## src/hdl/eqsg_pkg.sv

```systemverilog
// Shared types and constants for the ellipse quadrant span generator.
package eqsg_pkg;

    // Corner codes carried on the request tuser
    localparam logic [1:0] CORNER_TOP_RIGHT    = 2'd0;
    localparam logic [1:0] CORNER_TOP_LEFT     = 2'd1;
    localparam logic [1:0] CORNER_BOTTOM_RIGHT = 2'd2;
    localparam logic [1:0] CORNER_BOTTOM_LEFT  = 2'd3;

    localparam int CORNER_W   = 2;
    localparam int RAD_W      = 6;   // radius field width
    localparam int SQ_W       = 12;  // squared radius
    localparam int PROD_W     = 18;  // a^2 * b
    localparam int S_W        = 26;  // decision variable and its increments
    localparam int P_W        = 20;  // b^2*x and a^2*y loop-test terms
    localparam int CNT_W      = 7;   // column step, holds up to 64
    localparam int MIN_RADIUS = 2;

    // Back-end sequencer states
    typedef enum logic [2:0] {
        BK_IDLE,
        BK_SQUARE,
        BK_MUL,
        BK_INIT,
        BK_RUN
    } back_state_t;

    // Queue status seen by both sides
    typedef struct packed {
        logic full;
        logic empty;
    } queue_status_t;

endpackage

```

## src/hdl/eqsg_queue.sv

```systemverilog
// Two-entry request queue between the front and back ends.
module eqsg_queue #(
    parameter int WIDTH = 32
) (
    input  logic                  clk,
    input  logic                  rst_n,
    input  logic                  push,
    input  logic [WIDTH-1:0]      wr_data,
    input  logic                  pop,
    output logic [WIDTH-1:0]      rd_data,
    output eqsg_pkg::queue_status_t status
);
    import eqsg_pkg::*;

    logic [WIDTH-1:0] entry_reg [2];
    logic             wr_ptr_reg, wr_ptr_next;
    logic             rd_ptr_reg, rd_ptr_next;
    logic [1:0]       count_reg, count_next;

    // Report fill state
    assign status.full  = (count_reg == 2'd2);
    assign status.empty = (count_reg == 2'd0);
    assign rd_data      = entry_reg[rd_ptr_reg];

    // Advance pointers and count
    always_comb
    begin
        wr_ptr_next = push ? ~wr_ptr_reg : wr_ptr_reg;
        rd_ptr_next = pop ? ~rd_ptr_reg : rd_ptr_reg;
        count_next  = count_reg + {1'b0, push} - {1'b0, pop};
    end

    always_ff @(posedge clk or negedge rst_n)
    begin
        if (!rst_n)
        begin
            wr_ptr_reg <= 1'b0;
            rd_ptr_reg <= 1'b0;
            count_reg  <= 2'd0;
        end
        else
        begin
            wr_ptr_reg <= wr_ptr_next;
            rd_ptr_reg <= rd_ptr_next;
            count_reg  <= count_next;
        end
    end

    // Store the pushed word
    always_ff @(posedge clk)
    begin
        if (push)
        begin
            entry_reg[wr_ptr_reg] <= wr_data;
        end
    end

endmodule

```

## src/hdl/eqsg_front.sv

```systemverilog
// Front end: accepts requests, clamps radii, drops empty ones, packs the queue word.
module eqsg_front #(
    parameter int MAX_RADIUS = 63,
    parameter int COORD_BITS = 12,
    parameter int QW         = 2 * COORD_BITS + 2 * 6 + 2,
    parameter int IN_W       = ((2 * COORD_BITS + 12 + 7) / 8) * 8
) (
    input  logic                                 s_tvalid,
    output logic                                 s_tready,
    input  logic [IN_W-1:0]                      s_tdata,
    input  logic [eqsg_pkg::CORNER_W-1:0]        s_tuser,
    output logic                                 push,
    output logic [QW-1:0]                        push_data,
    input  eqsg_pkg::queue_status_t              q_status
);
    import eqsg_pkg::*;

    logic [COORD_BITS-1:0] cx;
    logic [COORD_BITS-1:0] cy;
    logic [RAD_W-1:0]      rx_raw, ry_raw, rx_c, ry_c;
    logic                  top, left, small_radius;

    // Unpack request fields
    assign cx     = s_tdata[COORD_BITS-1:0];
    assign cy     = s_tdata[2*COORD_BITS-1:COORD_BITS];
    assign rx_raw = s_tdata[2*COORD_BITS+RAD_W-1:2*COORD_BITS];
    assign ry_raw = s_tdata[2*COORD_BITS+2*RAD_W-1:2*COORD_BITS+RAD_W];

    // Saturate radii and classify the corner
    assign rx_c = (rx_raw > RAD_W'(MAX_RADIUS)) ? RAD_W'(MAX_RADIUS) : rx_raw;
    assign ry_c = (ry_raw > RAD_W'(MAX_RADIUS)) ? RAD_W'(MAX_RADIUS) : ry_raw;
    assign top  = (s_tuser == CORNER_TOP_RIGHT) || (s_tuser == CORNER_TOP_LEFT);
    assign left = (s_tuser == CORNER_TOP_LEFT) || (s_tuser == CORNER_BOTTOM_LEFT);
    assign small_radius = (rx_c < RAD_W'(MIN_RADIUS)) || (ry_c < RAD_W'(MIN_RADIUS));

    // Accept while the queue has room; drop requests that make no span
    assign s_tready  = ~q_status.full;
    assign push      = s_tvalid & s_tready & ~small_radius;
    assign push_data = {cy, cx, ry_c, rx_c, left, top};

endmodule

```

## src/hdl/eqsg_back.sv

```systemverilog
// Back end: sets up midpoint terms, steps region one, one span per cycle unless stalled.
module eqsg_back #(
    parameter int MAX_RADIUS = 63,
    parameter int COORD_BITS = 12,
    parameter int QW         = 2 * COORD_BITS + 2 * 6 + 2,
    parameter int OUT_W      = ((3 * (COORD_BITS + 1) + 7) / 8) * 8
) (
    input  logic                     clk,
    input  logic                     rst_n,
    input  logic [QW-1:0]            q_data,
    input  eqsg_pkg::queue_status_t  q_status,
    output logic                     pop,
    output logic                     m_tvalid,
    input  logic                     m_tready,
    output logic [OUT_W-1:0]         m_tdata,
    output logic                     m_tlast
);
    import eqsg_pkg::*;

    localparam int OW        = COORD_BITS + 1;
    localparam int MAX_SPANS = MAX_RADIUS + 1;
    localparam int PAD_W     = OUT_W - 3 * OW;

    back_state_t state_reg, state_next;

    // Request fields
    logic                  top_reg, top_next;
    logic                  left_reg, left_next;
    logic [RAD_W-1:0]      a_reg, a_next;
    logic [RAD_W-1:0]      b_reg, b_next;
    logic [COORD_BITS-1:0] cx_reg, cx_next;
    logic [COORD_BITS-1:0] cy_reg, cy_next;

    // Set-up terms
    logic [SQ_W-1:0]       a2_reg, a2_next;
    logic [SQ_W-1:0]       b2_reg, b2_next;
    logic [PROD_W-1:0]     a2b_reg, a2b_next;

    // Loop state
    logic [CNT_W-1:0]      x_reg, x_next;
    logic [RAD_W-1:0]      y_reg, y_next;
    logic signed [S_W-1:0] s_reg, s_next;
    logic signed [S_W-1:0] dy_reg, dy_next;
    logic signed [S_W-1:0] dx_reg, dx_next;
    logic signed [P_W-1:0] b2x_reg, b2x_next;
    logic signed [P_W-1:0] a2y_reg, a2y_next;

    // Output register
    logic                  valid_reg, valid_next;
    logic                  last_reg, last_next;
    logic [OW-1:0]         row_reg, row_next;
    logic [OW-1:0]         lft_reg, lft_next;
    logic [OW-1:0]         rgt_reg, rgt_next;

    // Widened copies of the set-up terms
    logic signed [S_W-1:0] a2_s, b2_s, a2b_s;
    logic signed [P_W-1:0] a2_p, b2_p;

    // Step datapath
    logic                  s_ge;
    logic signed [S_W-1:0] s1;
    logic                  more;
    logic [CNT_W-1:0]      x1;
    logic signed [P_W-1:0] b2x1, a2y1;
    logic                  out_free;
    logic [OW-1:0]         cx_e, cy_e, x_e, y_e;

    assign a2_s  = signed'(S_W'(a2_reg));
    assign b2_s  = signed'(S_W'(b2_reg));
    assign a2b_s = signed'(S_W'(a2b_reg));
    assign a2_p  = signed'(P_W'(a2_reg));
    assign b2_p  = signed'(P_W'(b2_reg));

    // Next loop-test terms and the decision on the error sign
    assign s_ge = ~s_reg[S_W-1];
    assign s1   = s_ge ? (s_reg + dy_reg) : s_reg;
    assign x1   = x_reg + CNT_W'(1);
    assign b2x1 = b2x_reg + b2_p;
    assign a2y1 = s_ge ? (a2y_reg - a2_p) : a2y_reg;
    assign more = (b2x1 <= a2y1) && (x1 < CNT_W'(MAX_SPANS));

    // Span coordinates at the current step
    assign cx_e = {cx_reg[COORD_BITS-1], cx_reg};
    assign cy_e = {cy_reg[COORD_BITS-1], cy_reg};
    assign x_e  = {{(OW-CNT_W){1'b0}}, x_reg};
    assign y_e  = {{(OW-RAD_W){1'b0}}, y_reg};

    assign out_free = ~valid_reg | m_tready;

    // Sequence set-up and stepping
    always_comb
    begin
        state_next = state_reg;
        pop        = 1'b0;
        top_next   = top_reg;
        left_next  = left_reg;
        a_next     = a_reg;
        b_next     = b_reg;
        cx_next    = cx_reg;
        cy_next    = cy_reg;
        a2_next    = a2_reg;
        b2_next    = b2_reg;
        a2b_next   = a2b_reg;
        x_next     = x_reg;
        y_next     = y_reg;
        s_next     = s_reg;
        dy_next    = dy_reg;
        dx_next    = dx_reg;
        b2x_next   = b2x_reg;
        a2y_next   = a2y_reg;
        valid_next = valid_reg & ~m_tready;
        last_next  = last_reg;
        row_next   = row_reg;
        lft_next   = lft_reg;
        rgt_next   = rgt_reg;

        unique case (state_reg)
            BK_IDLE:
            begin
                // Take the next queued request
                if (!q_status.empty)
                begin
                    pop        = 1'b1;
                    top_next   = q_data[0];
                    left_next  = q_data[1];
                    a_next     = q_data[RAD_W+1:2];
                    b_next     = q_data[2*RAD_W+1:RAD_W+2];
                    cx_next    = q_data[2*RAD_W+COORD_BITS+1:2*RAD_W+2];
                    cy_next    = q_data[2*RAD_W+2*COORD_BITS+1:2*RAD_W+COORD_BITS+2];
                    state_next = BK_SQUARE;
                end
            end
            BK_SQUARE:
            begin
                a2_next    = SQ_W'(a_reg) * SQ_W'(a_reg);
                b2_next    = SQ_W'(b_reg) * SQ_W'(b_reg);
                state_next = BK_MUL;
            end
            BK_MUL:
            begin
                a2b_next   = PROD_W'(a2_reg) * PROD_W'(b_reg);
                state_next = BK_INIT;
            end
            BK_INIT:
            begin
                // Start at the top of the quadrant
                s_next     = (b2_s <<< 1) + a2_s - (a2b_s <<< 1);
                dy_next    = (a2_s <<< 2) - (a2b_s <<< 2);
                dx_next    = (b2_s <<< 2) + (b2_s <<< 1);
                b2x_next   = '0;
                a2y_next   = signed'(P_W'(a2b_reg));
                x_next     = '0;
                y_next     = b_reg;
                state_next = BK_RUN;
            end
            BK_RUN:
            begin
                // Emit one span and advance one column
                if (out_free)
                begin
                    valid_next = 1'b1;
                    last_next  = ~more;
                    row_next   = top_reg ? (cy_e - y_e) : (cy_e + y_e);
                    lft_next   = left_reg ? (cx_e - x_e) : cx_e;
                    rgt_next   = left_reg ? cx_e : (cx_e + x_e);
                    s_next     = s1 + dx_reg;
                    dx_next    = dx_reg + (b2_s <<< 2);
                    dy_next    = s_ge ? (dy_reg + (a2_s <<< 2)) : dy_reg;
                    y_next     = s_ge ? (y_reg - RAD_W'(1)) : y_reg;
                    a2y_next   = a2y1;
                    b2x_next   = b2x1;
                    x_next     = x1;
                    if (!more)
                    begin
                        state_next = BK_IDLE;
                    end
                end
            end
            default:
            begin
                state_next = BK_IDLE;
            end
        endcase
    end

    // Control registers
    always_ff @(posedge clk or negedge rst_n)
    begin
        if (!rst_n)
        begin
            state_reg <= BK_IDLE;
            valid_reg <= 1'b0;
        end
        else
        begin
            state_reg <= state_next;
            valid_reg <= valid_next;
        end
    end

    // Datapath registers
    always_ff @(posedge clk)
    begin
        top_reg  <= top_next;
        left_reg <= left_next;
        a_reg    <= a_next;
        b_reg    <= b_next;
        cx_reg   <= cx_next;
        cy_reg   <= cy_next;
        a2_reg   <= a2_next;
        b2_reg   <= b2_next;
        a2b_reg  <= a2b_next;
        x_reg    <= x_next;
        y_reg    <= y_next;
        s_reg    <= s_next;
        dy_reg   <= dy_next;
        dx_reg   <= dx_next;
        b2x_reg  <= b2x_next;
        a2y_reg  <= a2y_next;
        last_reg <= last_next;
        row_reg  <= row_next;
        lft_reg  <= lft_next;
        rgt_reg  <= rgt_next;
    end

    // Drive the result word
    assign m_tvalid = valid_reg;
    assign m_tlast  = last_reg;
    assign m_tdata  = {{PAD_W{1'b0}}, rgt_reg, lft_reg, row_reg};

endmodule

```

## src/hdl/ellipse_quadrant_span_generator_top.sv

```systemverilog
// Top level of the ellipse quadrant span generator.
//
//  channel   dir  tdata (low bit up)                         tuser    tlast
//  s_*       in   center_x, center_y, radius_x, radius_y    corner   -
//  m_*       out  span_row, span_left, span_right            -        last_span
//
// A request with both radii of at least 2 goes through the set-up steps pop,
// squares, a^2*b and initial error, then yields one span per cycle while the
// output is not stalled, N spans in all with N at most MAX_RADIUS + 1.
// A request with a radius below 2 is accepted and gives no word.
// Reset clears the queue, the sequencer and the output valid; a stalled output
// word holds the stepper, while the two-entry queue accepts requests until full.
module ellipse_quadrant_span_generator_top #(
    parameter int MAX_RADIUS = 63,
    parameter int COORD_BITS = 12
) (
    input  logic                           clk,
    input  logic                           rst_n,
    input  logic                           s_tvalid,
    output logic                           s_tready,
    // center_x, center_y, radius_x, radius_y, zero pad
    input  logic [((2*COORD_BITS+12+7)/8)*8-1:0] s_tdata,
    // corner
    input  logic [eqsg_pkg::CORNER_W-1:0]  s_tuser,
    output logic                           m_tvalid,
    input  logic                           m_tready,
    // span_row, span_left, span_right, zero pad
    output logic [((3*(COORD_BITS+1)+7)/8)*8-1:0] m_tdata,
    output logic                           m_tlast
);
    import eqsg_pkg::*;

    localparam int QW    = 2 * COORD_BITS + 2 * RAD_W + 2;
    localparam int IN_W  = ((2 * COORD_BITS + 12 + 7) / 8) * 8;
    localparam int OUT_W = ((3 * (COORD_BITS + 1) + 7) / 8) * 8;

    logic          push, pop;
    logic [QW-1:0] push_data, q_data;
    queue_status_t q_status;

    eqsg_front #(
        .MAX_RADIUS (MAX_RADIUS),
        .COORD_BITS (COORD_BITS),
        .QW         (QW),
        .IN_W       (IN_W)
    ) u_front (
        .s_tvalid  (s_tvalid),
        .s_tready  (s_tready),
        .s_tdata   (s_tdata),
        .s_tuser   (s_tuser),
        .push      (push),
        .push_data (push_data),
        .q_status  (q_status)
    );

    eqsg_queue #(
        .WIDTH (QW)
    ) u_queue (
        .clk     (clk),
        .rst_n   (rst_n),
        .push    (push),
        .wr_data (push_data),
        .pop     (pop),
        .rd_data (q_data),
        .status  (q_status)
    );

    eqsg_back #(
        .MAX_RADIUS (MAX_RADIUS),
        .COORD_BITS (COORD_BITS),
        .QW         (QW),
        .OUT_W      (OUT_W)
    ) u_back (
        .clk      (clk),
        .rst_n    (rst_n),
        .q_data   (q_data),
        .q_status (q_status),
        .pop      (pop),
        .m_tvalid (m_tvalid),
        .m_tready (m_tready),
        .m_tdata  (m_tdata),
        .m_tlast  (m_tlast)
    );

endmodule
```

## config.mk

```make
export PLATFORM = sky130hd
export DESIGN_NAME = ellipse_quadrant_span_generator_top
export DESIGN_NICKNAME = d
export VERILOG_FILES = /design/src/hdl/eqsg_pkg.sv /design/src/hdl/eqsg_queue.sv /design/src/hdl/eqsg_front.sv /design/src/hdl/eqsg_back.sv /design/src/hdl/ellipse_quadrant_span_generator_top.sv
export SDC_FILE = /design/constraint.sdc
export NUM_CORES = 1
export LEC_CHECK = 0
export BUFFER_PORTS_ARGS = -buffer_cell sky130_fd_sc_hd__buf_2
export CAP_MARGIN = 20
export CORE_MARGIN = 2
export CORE_UTILIZATION = 35
export CTS_CLUSTER_SIZE = 24
export DETAILED_ROUTE_END_ITERATION = 6
export GPL_ROUTABILITY_DRIVEN = 0
export MAX_ROUTING_LAYER = met4
export PLACE_DENSITY = 0.5
export SYNTH_ARGS = -nofsm -noshare
export SYNTH_HDL_FRONTEND = slang
export SYNTH_SLANG_ARGS = --single-unit
export TNS_END_PERCENT = 50
```

## constraint.sdc

```tcl
create_clock -name clk -period 5.1 [get_ports clk]
set_input_delay 1.53 -clock clk [delete_from_list [all_inputs] [get_ports clk]]
set_output_delay 1.53 -clock clk [all_outputs]
set_load 0.05 [all_outputs]
```

* After elaboration in Yosys (flattened, before gate mapping) *
Memories as Yosys holds them, arrays and structs flattened. A register that Yosys moved wholly into a read port is not among the register bits.
Index checks and enable logic that the tools add are counted.

storage, ports and cells
  bits in registers = 221
  memory bits (writable) = 76
  bits of input ports = 46
  output and inout port bits = 43
  logic and storage cells = 116
  memories = 1

operators by class
  add/subtract/negate cells = 18
  $mul = 3
  $lt $le $gt $ge = 6
  equality and inequality tests = 11
  muxes and demuxes = 33
  bitwise logic cells = 12
  reductions and logical operators = 13

memories
  memory             words  width  rd ports  clocked after memory_dff  wr ports  line              text
  u_queue.entry_reg  2      38     1         1                         1         eqsg_queue.sv:15  logic [WIDTH-1:0] entry_reg [2];

operator list
  cell                                                   number
  case mux 26 bit (2 select lines)                       3
  2-to-1 mux 26 bit                                      5
  case mux 20 bit (2 select lines)                       2
  2-to-1 mux 20 bit                                      3
  adder 26 x 15 -> 26 bit                                2
  adder 26 bit                                           2
  2-to-1 mux 13 bit                                      3
  subtractor 26 x 20 -> 26 bit                           1
  multiplier 6 x 6 -> 12 bit                             2
  2-to-1 mux 6 bit                                       4
  subtractor 14 x 20 -> 21 bit                           1
  adder 20 x 13 -> 20 bit                                1
  <= comparator 20 bit                                   1
  subtractor 20 x 13 -> 20 bit                           1
  multiplier 12 x 6 -> 18 bit                            1
  adder 14 x 13 -> 15 bit                                1
  case mux 3 bit (5 select lines)                        1
  adder 13 x 12 -> 14 bit                                1
  case mux 7 bit (2 select lines)                        1
  adder 12 x 7 -> 13 bit                                 1
  adder 12 x 8 -> 13 bit                                 1
  subtractor 12 x 7 -> 13 bit                            1
  subtractor 12 x 8 -> 13 bit                            1
  greater-than comparator 6 bit (second input constant)  2
  27 further kinds                                       54

* Longest topological paths before layout *
Gate-level depths: netlist of run 1.

  depth after elaboration = 8
  depth in mapped cells = 22
  gate-level depth less buffers = 22

* Cells and area by module *
From an unflattened synthesis of run 1, not the netlist that was laid out.

second synthesis, totals
  cell total of the unflattened synthesis = 2346
  area, all modules = 24362.1 µm²

modules (own cells, without submodules)
  module      times used  cells each  area each (µm²)  seq. area each (µm²)
  eqsg_back   1           2167        21094.0          7457.2
  eqsg_queue  1           133         2985.4           2382.3
  eqsg_front  1           46          282.8            0.0

* Worst setup path after synthesis of run 1 *
No wires, ideal clock.

  path kind = input to register
  from = input m_tready
  to = register u_back.dy_reg[10] (enable)
  setup time = 0.459 ns
  arrival time = 3.911 ns
  required time = 4.641 ns
  setup slack = 0.731 ns
  stages = 3
  buffers on the path = 0
  path through = nand2b_1 nand2_1 o21ai_0

on the way
  cells in the longest elaborated chain, start to end = 3

ends and longest elaborated chain
  item                                             line                                       text
  start: declaration                               ellipse_quadrant_span_generator_top.sv:26  input logic m_tready,
  bitwise OR 1 bit                                 eqsg_back.sv:88                            assign out_free = ~valid_reg | m_tready;
  inequality test 2 x 1 -> 1 bit (no source line)  -
  AND reduction 3 bit (no source line)             -
  end signal: assignment                           eqsg_back.sv:216                           dy_reg <= dy_next;
  end: declaration                                 eqsg_back.sv:43                            logic signed [S_W-1:0] dy_reg, dy_next;

No other way between the ends.
A chain may end at the register's enable or synchronous reset.

* Worst setup path after layout of run 1 *
  from = register u_back.a2_reg[0]
  to = register u_back.state_reg[2]

on the way
  cells in the longest elaborated chain, start to end = 6

ends and longest elaborated chain
  item                                    line              text
  start: declaration                      eqsg_back.sv:35   logic [SQ_W-1:0] a2_reg, a2_next;
  start signal: assignment                eqsg_back.sv:210  a2_reg <= a2_next;
  subtractor 20 x 13 -> 20 bit            eqsg_back.sv:79   assign a2y1 = s_ge ? (a2y_reg - a2_p) : a2y_reg;
  2-to-1 mux 20 bit                       eqsg_back.sv:79
  <= comparator 20 bit                    eqsg_back.sv:80   assign more = (b2x1 <= a2y1) && (x1 < CNT_W'(MAX_SPANS));
  logical AND 1 bit                       eqsg_back.sv:80
  inequality test 2 bit (no source line)  -
  AND reduction 3 bit (no source line)    -
  end signal: assignment                  eqsg_back.sv:196  state_reg <= state_next;
  end: declaration                        eqsg_back.sv:24   back_state_t state_reg, state_next;

No other way between the ends.

==> results of run 1 <==
-- through the flow --
step	instances	setup TNS (ps)	hold WS, ps	util [%]
floorplan	2338	0	455	-
global placement	3319	0	502	37.7
detailed placement	3320	0	523	37.7
CTS	3397	0	533	39.7
global route	3400	-39.0	547	39.8
finish	3400	0	524	39.8
-- area by class of cell --
type	instances	share of cell area, %
timing repair buffer	122	2.73
antenna	2	0.0184
clock inverter	20	0.702
sequential	329	36.1
clock buffer	57	4.13
tap	931	4.27
inverter	188	2.59
multi-input combinational	1751	49.5
-- kinds of logic after synthesis --
kind of cell / Yosys count / share of synthesized area [%]
XOR/XNOR: 219 / 7.98
buffers and inverters: 258 / 4.14
other: 2 / 0.0310
adder cells (fa/ha/maj): 308 / 17.8
flip-flops: 329 / 40.6
AND/OR/NAND/NOR: 626 / 12.4
AO/OA/AOI/OAI: 530 / 14.1
multiplexers: 64 / 2.89
-- worst paths after layout --
| path | start | to | slack [ps] | depth (start not counted) |
|---|---|---|---|---|
| worst min register to register | u_queue.count_reg[1] | u_queue.count_reg[1] | 520 | 1 |
| worst max-delay path | u_back.a2_reg[0] | u_back.state_reg[2] | 280 | 20 |
| min in group asynchronous | rst_n | u_back.m_tvalid | 780 | 1 |
| worst max register to register | u_back.a2_reg[0] | u_back.state_reg[2] | 280 | 20 |
| max in group asynchronous | rst_n | u_queue.rd_ptr_reg | 4120 | 1 |
| worst min-delay path | u_queue.count_reg[1] | u_queue.count_reg[1] | 520 | 1 |
-- critical path, cell delays in order, from the launching register on --
cell	delay, ps
edfxtp_1	420
ha_1	270
ha_1	210
nor2b_1	150
o21ai_1	90
a21boi_1	200
o21ai_1	150
a211oi_2	270
o21ai_1	210
a31oi_2	350
nor3_1	100
xnor2_1	140
ha_1	310
nand4_1	90
or3_1	420
or3_1	400
o221ai_1	200
mux2i_1	120
o21ai_1	330
a21o_1	160
nand2_1	60
-- routing by layer --
metal  GRT usage (%)  vias to the layer above
met2            28.4                      231
met4            5.24                        0
met5               -                        -
met1            20.9                     8277
met3            2.69                       90
li1                -                     8510
-- placed cells by master (no fill, tap or decap), types with 47 or more instances in the layout --
master      n
edfxtp_1  321
ha_1      247
nand2_1   205
inv_1     187
a21oi_1   162
nor2_1    151
xnor2_1   146
o21ai_0   101
buf_2      83
xor2_1     72
a21o_1     62
fa_1       61
and2_1     54
mux2_2     47
-- timing repair --
item / CTS / global route
resized for setup: 0 / 10
endpoints found under the setup margin: 0 / 6
hold endpoints to repair: 0 / 0
buffers inserted: 0 / 1
-- synthesized netlist by cell type, types with 4 or more instances --
cell / n
dfrtp_1: 8
nor3_1: 42
buf_1: 7
xor2_1: 72
nand2b_1: 16
o21ai_0: 104
a21o_1: 62
a21boi_1: 5
nor2_1: 152
a21boi_0: 4
o31a_1: 5
a22oi_1: 4
nand4_1: 17
o211ai_1: 10
nor3b_1: 7
ha_1: 247
inv_1: 187
nand3_1: 28
a31oi_1: 10
o31ai_1: 15
mux2i_1: 17
o21bai_1: 37
nor4_1: 4
and3_1: 20
mux2_2: 47
nand2_1: 207
or3_1: 16
o21ai_1: 24
a211oi_1: 17
xnor2_1: 146
nor2b_1: 31
clkbuf_1: 58
fa_1: 61
and2_1: 56
a21oi_2: 4
edfxtp_1: 321
o21a_1: 18
or2_2: 7
nand3b_1: 5
a21oi_1: 164
==> impl_metrics.ini, run 1 <==
[route]
ant_nets = 0
drt_wl_total_um = 57700
drt-wirelength-per-cell_um = 17.0
wl_met1_um = 26600
vias = 17108
wl_met3_um = 2110
drtPass1Iterations = 5
via_per_inst = 5.03
post-route-drc-count = 0
highest_layer = met4
route.met2.wl_um = 27400
drt-initial-drc-count = 909

[floorplan]
fp.dieArea_um2 = 71300
fp.coreArea_um2 = 68600
num_rows = 96
die_h_um = 267
pin_count = 89
die_w_um = 267
start_util_pct = 35.3

[yosys]
synth_area_um2 = 24200
ys_seq_area_share_pct = 40.6
synth_top_area_share_pct = 39.8
async_flop_share_pct = 2.43
synth-edff-count = 321
ys_ff_latch = 329
syn_avg_cell_area_um2 = 10.4
synthFlopType = edfxtp_1
synth_area_leaders = edfxtp_1 (40%), ha_1 (13%), xnor2_1 (5.3%), fa_1 (5.0%), a21oi_1 (3.4%)
synth_cell_types = 95
synthCells = 2336
ys_warn_count = 0
yosysTopAreaCell = edfxtp_1

[critical_path]
timing_worst_setup_path_type = reg -> reg
cp-end-kind = flop
cp_data_required_time_ps = 5550
start_kind = flop
cp_max_fo = 3
worstPathArrival_ps = 5270

[cts]
clk_pin_slew_ps = 50
clk_latency_ps = 600
cts.path.max_buffers = 3
cts_root_buf = clkbuf_16
cts_hold_buf = 0
clkSinkCount = 329
cts_tree = built
h-tree-depth = 2
cts_made_buffers = 42

[sta]
fin_crit_sh_pct = 94.6
fin_crit_ps = 4820
final.setup.worst_slack_ps = 276
fmax_ghz = 0.207
hold_viol = 0
setup_viol = 0
slew_headroom_pct = 28.8
worst_slew_pin_slew_ps = 1060
skew_ps = 38.2
drv_slew = 0

[global_route]
antenna_found_initial = 3
grt_pass1_vias = 17814
grt_pass1_wl_um = 92500
grt_overflow = 0
grt_use_total_pct = 16.9
grt_max_degree = 86

[cells_and_area]
fillers = 6656
final_area_um2 = 27300
largest_reg_flops = 76
area_delta_synth_final_pct = 12.6
drive_gt1_share_pct = 11.7
regArea_um2 = 9840
final_nets = 2788
multiInputGateArea_um2 = 13500

[placement]
dpl_cell_area_um2 = 25900
hpwl_um = 43300
port_buffers = 83
pre_cts_ws_ps = 182

[outcome]
status = complete, no violations

[worst_hold_path]
hold_class = reg -> reg

[run]
cap_violations = 0
Power of run 1 is left out: the tool's default activity adds up to more than one toggle a clock period on the data nets, which glitch-free logic cannot reach.
==> run 2: changes to the inputs <==
ABC_AREA = 1   (was default)
==> impl_metrics.ini, run 2 <==
[floorplan]
pin_count = 89
die_h_um = 272
fp.coreArea_um2 = 71200
fp.dieArea_um2 = 73900
num_rows = 98
start_util_pct = 35.3
die_w_um = 272

[sta]
fin_crit_sh_pct = 86.7
slew_headroom_pct = 28.7
hold_viol = 0
setup_viol = 0
skew_ps = 27.8
finalSetupTns_ps = 0
rsz0062_at_grt = no
fmax_ghz = 0.226
worst_slew_pin_slew_ps = 1070
fin_crit_ps = 4420
drv_slew = 0

[cts]
cts.path.max_buffers = 3
cts_made_buffers = 41
cts_root_buf = clkbuf_16
clk_pin_slew_ps = 60
postCtsSetupBuffers = 0
h-tree-depth = 2
clkSinkCount = 329
cts_hold_buf = 0
clk_latency_ps = 590
ctsResizeCount = 0
cts_tree = built

[critical_path]
start_kind = flop
worstPathArrival_ps = 4710
regToRegStartpoint = u_back.b2_reg[3]
slowest_delay_ps = 610
reg2regPathDepth = 20
cp_data_required_time_ps = 5390
cp-end-kind = flop
rr_endpoint = u_back.s_reg[20]
rrSetupSlack_ps = 680
path_buf_inv = 1
cp_max_fo = 6
timing_worst_setup_path_type = reg -> reg
cp_cell_sequence = ha_1 -> a21oi_1 -> o21bai_1 -> nand2_1 -> nand2_1 -> nand2_1 -> nand2_1 -> nand2_1 -> nand2_1 -> a21oi_1 -> xor2_1 -> inv_1 -> ha_1 -> nand2_1 -> nor2_1 -> nand3_1 -> o21ai_2 -> nand2_1 -> o21ai_0 -> nand2_1
cpLargestDelayFamily = compound AO/OA/AOI/OAI gates
worst_path_most_repeated_cell = nand2_1
cp_slowest_cell = edfxtp_1

[cells_and_area]
fillers = 7202
final_core_util_pct = 39.4
final_common_cell = nand2_1
area_delta_synth_final_pct = 11.8
largest_reg_flops = 76
final_nets = 3439
final_cell_mix = nand2_1 (743), inv_1 (428), edfxtp_1 (321)
drive_gt1_share_pct = 7.06

[route]
via_per_inst = 4.92
drt_wl_total_um = 64500
drtPass1Iterations = 5
post-route-drc-count = 0
drt-initial-drc-count = 1013
vias = 20015
ant_nets = 0
drt-wirelength-per-cell_um = 15.9

[yosys]
ys_seq_area_share_pct = 39.2
syn_avg_cell_area_um2 = 8.38
ys_ff_latch = 329
synth_area_leaders = edfxtp_1 (38%), ha_1 (12%), nand2_1 (11%), inv_1 (6.4%), fa_1 (4.9%)
synth-edff-count = 321
yosys.cell_count.top_type = nand2_1
yosysTopAreaCell = edfxtp_1
synthFlopType = edfxtp_1
synth_area_um2 = 25100
synth_top_cells_by_count = nand2_1 (744), inv_1 (428), edfxtp_1 (321), ha_1 (247), a21oi_1 (217)
synthCells = 2999
ys_warn_count = 0
synth_cell_types = 57
async_flop_share_pct = 2.43
synth_top_area_share_pct = 38.4

[worst_hold_path]
whs_path_depth = 2
hold_start = u_queue.entry_reg[1][16]
hold_class = reg -> reg
whs_endpoint = u_back.cx_reg[2]

[global_route]
antenna_found_initial = 1
grt_pass1_vias = 19889
grt_overflow = 0
grt_use_total_pct = 18.0
grt_max_degree = 90
grt_pass1_wl_um = 104000

[placement]
port_buffers = 83
hpwl_um = 49900

[outcome]
status = complete, no violations

[run]
cap_violations = 0
==> run 2: cell types whose count changed after synthesis, sizes merged, moves of 31 or more <==
cell	change
nand3	+83
a21oi	+50
o21ai	+91
and2	-53
a21o	-44
nor2b	-31
inv	+245
xnor2	-98
mux2	-47
nor2	+66
nand2	+539
==> run 2: cells by family (layout without fill, tap and decap cells) <==
group,count (synthesis),after routing,share of synthesized area [%]
AOI/OAI and AO/OA,547,547,12.1
xor gates and xnor gates,135,135,4.71
adders and majority gates,308,308,17.2
buffers and inverters,505,621,7.64
DFF,329,329,39.2
muxes,2,2,0.0797
other,2,5,0.0299
and+or+nand+nor,1171,1171,19.1
==> run 2: layer usage <==
layer  share of wire, %  vias up  wire length [um]  track usage (%)
met3                3.4      110              2200             2.30
met5                  0        -                 0                -
met1                 45     9398             29200             22.4
met4                2.8        0              1810             5.48
met2                 48      350             31300             30.5
li1                   -    10157                 -                -
==> run 2: worst max-delay path by stage <==
| stage | from | end | slack (ps) | depth (start not counted) |
|---|---|---|---|---|
| 2_1_floorplan | u_back.state_reg[2] | u_queue.count_reg[1] | 410 | 8 |
| 3_3_place_gp | u_back.b_reg[2] | u_back.a2b_reg[15] | 740 | 13 |
| 3_5_place_dp | u_back.b2_reg[3] | u_back.s_reg[20] | 680 | 20 |
| 4_1_cts | u_back.b2_reg[3] | u_back.s_reg[20] | 640 | 20 |
| 5_1_grt | u_back.a2_reg[4] | u_back.s_reg[20] | 300 | 20 |
| 6_report | u_back.b2_reg[3] | u_back.s_reg[20] | 680 | 20 |
==> run 2: cell type report <==
cell class / instances / area, um^2 / share of cell area (%)
multi-input cells: 2167 / 13400 / 47.9
flip-flops and latches: 329 / 9840 / 35.1
inverters: 433 / 1630 / 5.79
well taps: 950 / 1190 / 4.23
clock buffers: 52 / 1070 / 3.80
repair buffers: 113 / 673 / 2.40
clock inverters: 23 / 234 / 0.834
diodes: 1 / 2.50 / 0.00891
==> run 2: per-stage QoR <==
step	setup slack (ps)	instance area [um^2]	cells	hold slack, ps
2_1_floorplan	414	25100	3001	424
3_3_place_gp	742	26700	3990	494
3_5_place_dp	675	26800	3991	498
4_1_cts	635	28100	4066	496
5_1_grt	304	28100	4068	525
6_report	677	28100	4068	507
==> run 2: worst min-delay path: stages (launching register included) <==
cell and delay, ps:
edfxtp_1 320, nand2_1 50, nand2_1 50
Power of run 2 is left out for the same reason.
==> run 3: changes to the inputs <==
PLACE_DENSITY = 0.6   (was 0.5)
REMOVE_ABC_BUFFERS = 1   (was default)
==> impl_metrics.ini, run 3 (synthesis results as in run 2) <==
[outcome]
status = complete, no violations

[critical_path]
endpoint = u_back.s_reg[24]
reg2regPathDepth = 20
timing_worst_setup_path_type = reg -> reg
start_kind = flop
regToRegStartpoint = u_back.a2_reg[4]
rr_endpoint = u_back.s_reg[24]
cp_cell_sequence = ha_1 -> a21oi_1 -> o21bai_1 -> nand2_1 -> nand2_1 -> nand2_1 -> nand2_1 -> nand2_1 -> nand2_1 -> a21oi_1 -> xor2_1 -> inv_1 -> ha_1 -> nand2_1 -> nor2_1 -> nand3_1 -> o21ai_2 -> nand2_1 -> o21ai_0 -> nand2_1
worst_path_most_repeated_cell = nand2_1
cp-end-kind = flop
slowest_delay_ps = 740
cp_max_fo = 10
cp_data_required_time_ps = 5410
worstPathArrival_ps = 4760
cp_slowest_cell = edfxtp_1
startpoint = u_back.a2_reg[4]
rrSetupSlack_ps = 650

[route]
ant_nets = 0
vias = 19848
post-route-drc-count = 0
wl_met1_um = 28600
drtPass1Iterations = 5
drt-initial-drc-count = 1363
via_per_inst = 4.89
drt_wl_total_um = 62200
highest_layer = met4
route.met2.wl_um = 28800
drt-wirelength-per-cell_um = 15.3
wl_met3_um = 2960

[cells_and_area]
final_cell_mix = nand2_1 (743), inv_1 (428), edfxtp_1 (321)
final_nets = 3431
fillers = 7129
final_common_cell = nand2_1
drive_gt1_share_pct = 6.89
largest_reg_flops = 76
n_antenna_cell = 0
area_delta_synth_final_pct = 11.5

[sta]
rsz0062_at_grt = no
hold_viol = 0
drv_slew = 0
final.setup.worst_slack_ps = 650
fin_crit_sh_pct = 87.2
worst_slew_pin_slew_ps = 973
setup_viol = 0
fmax_ghz = 0.225
skew_ps = 35.9
fin_crit_ps = 4450
slew_headroom_pct = 35.0

[placement]
port_buffers = 83
pre_cts_ws_ps = 741
hpwl_um = 46200

[floorplan]
start_util_pct = 35.3
die_h_um = 272
pin_count = 89
fp.coreArea_um2 = 71200
num_rows = 98
die_w_um = 272
fp.dieArea_um2 = 73900

[global_route]
grt_use_total_pct = 17.3
grt_max_degree = 97
antenna_found_initial = 0
grt_overflow = 0
grt_pass1_vias = 18997
grt_pass1_wl_um = 99700

[cts]
cts_hold_buf = 0
clk_pin_slew_ps = 60
cts_tree = built
postCtsSetupBuffers = 0
cts_root_buf = clkbuf_16
cts_made_buffers = 40
clkSinkCount = 329
h-tree-depth = 2
ctsResizeCount = 0
clk_latency_ps = 600
cts.path.max_buffers = 3

[worst_hold_path]
hold_class = reg -> reg

[run]
cap_violations = 0
run 3: cell types whose count changed in the layout (fill, tap and decap cells not counted), sizes merged:
cell      delta
buf          -7
bufinv       +1
clkinv       -1
inv          +1
clkbuf       -8
diode        -1
clkinvlp     +4
run 3: worst max-delay path: cells and delay by family (launching register included):
family	cells	cell delay, ps
flops	1	740
fa+ha+maj	2	750
compound gates	5	1420
xor+xnor	1	160
simple gates	11	1030
buf+inv	1	70
run 3: cell type report:
class / instances / area [um^2] / area share (%)
clock buffer: 44 / 1020 / 3.63
clock inverter: 28 / 279 / 0.996
inverter: 433 / 1630 / 5.80
multi-input combinational: 2167 / 13400 / 48.0
sequential: 329 / 9840 / 35.1
tap: 950 / 1190 / 4.24
timing repair buffer: 106 / 613 / 2.19
run 3: layer usage:
layer,vias up,GRT usage [%]
met5,-,-
met4,0,5.15
met3,97,2.04
met2,432,28.3
met1,9190,22.5
li1,10129,-
run 3: how the worst min path moves through the flow:
stage,from,end,slack (ps),cells past startpoint
2_1_floorplan,u_queue.wr_ptr_reg,u_queue.wr_ptr_reg,460,1
5_1_grt,u_queue.entry_reg[0][37],u_back.cy_reg[11],520,2
3_5_place_dp,u_queue.entry_reg[0][25],u_back.cx_reg[11],490,2
4_1_cts,u_queue.entry_reg[0][3],u_back.a_reg[1],510,2
6_report,u_queue.entry_reg[0][3],u_back.a_reg[1],510,2
3_3_place_gp,u_queue.entry_reg[0][31],u_back.cy_reg[5],490,2
run 3: per-stage QoR:
stage | area [um^2] | hold WS, ps | utilization [%] | cells | TNS, ps
floorplan | 24800 | 463 | - | 2929 | -454060
detailed placement | 26700 | 495 | 37.5 | 3985 | 0
CTS | 28000 | 508 | 39.3 | 4057 | 0
global placement | 26700 | 492 | 37.5 | 3984 | 0
finish | 28000 | 507 | 39.3 | 4057 | 0
global route | 28000 | 520 | 39.3 | 4057 | 0
Power of run 3 is left out for the same reason.
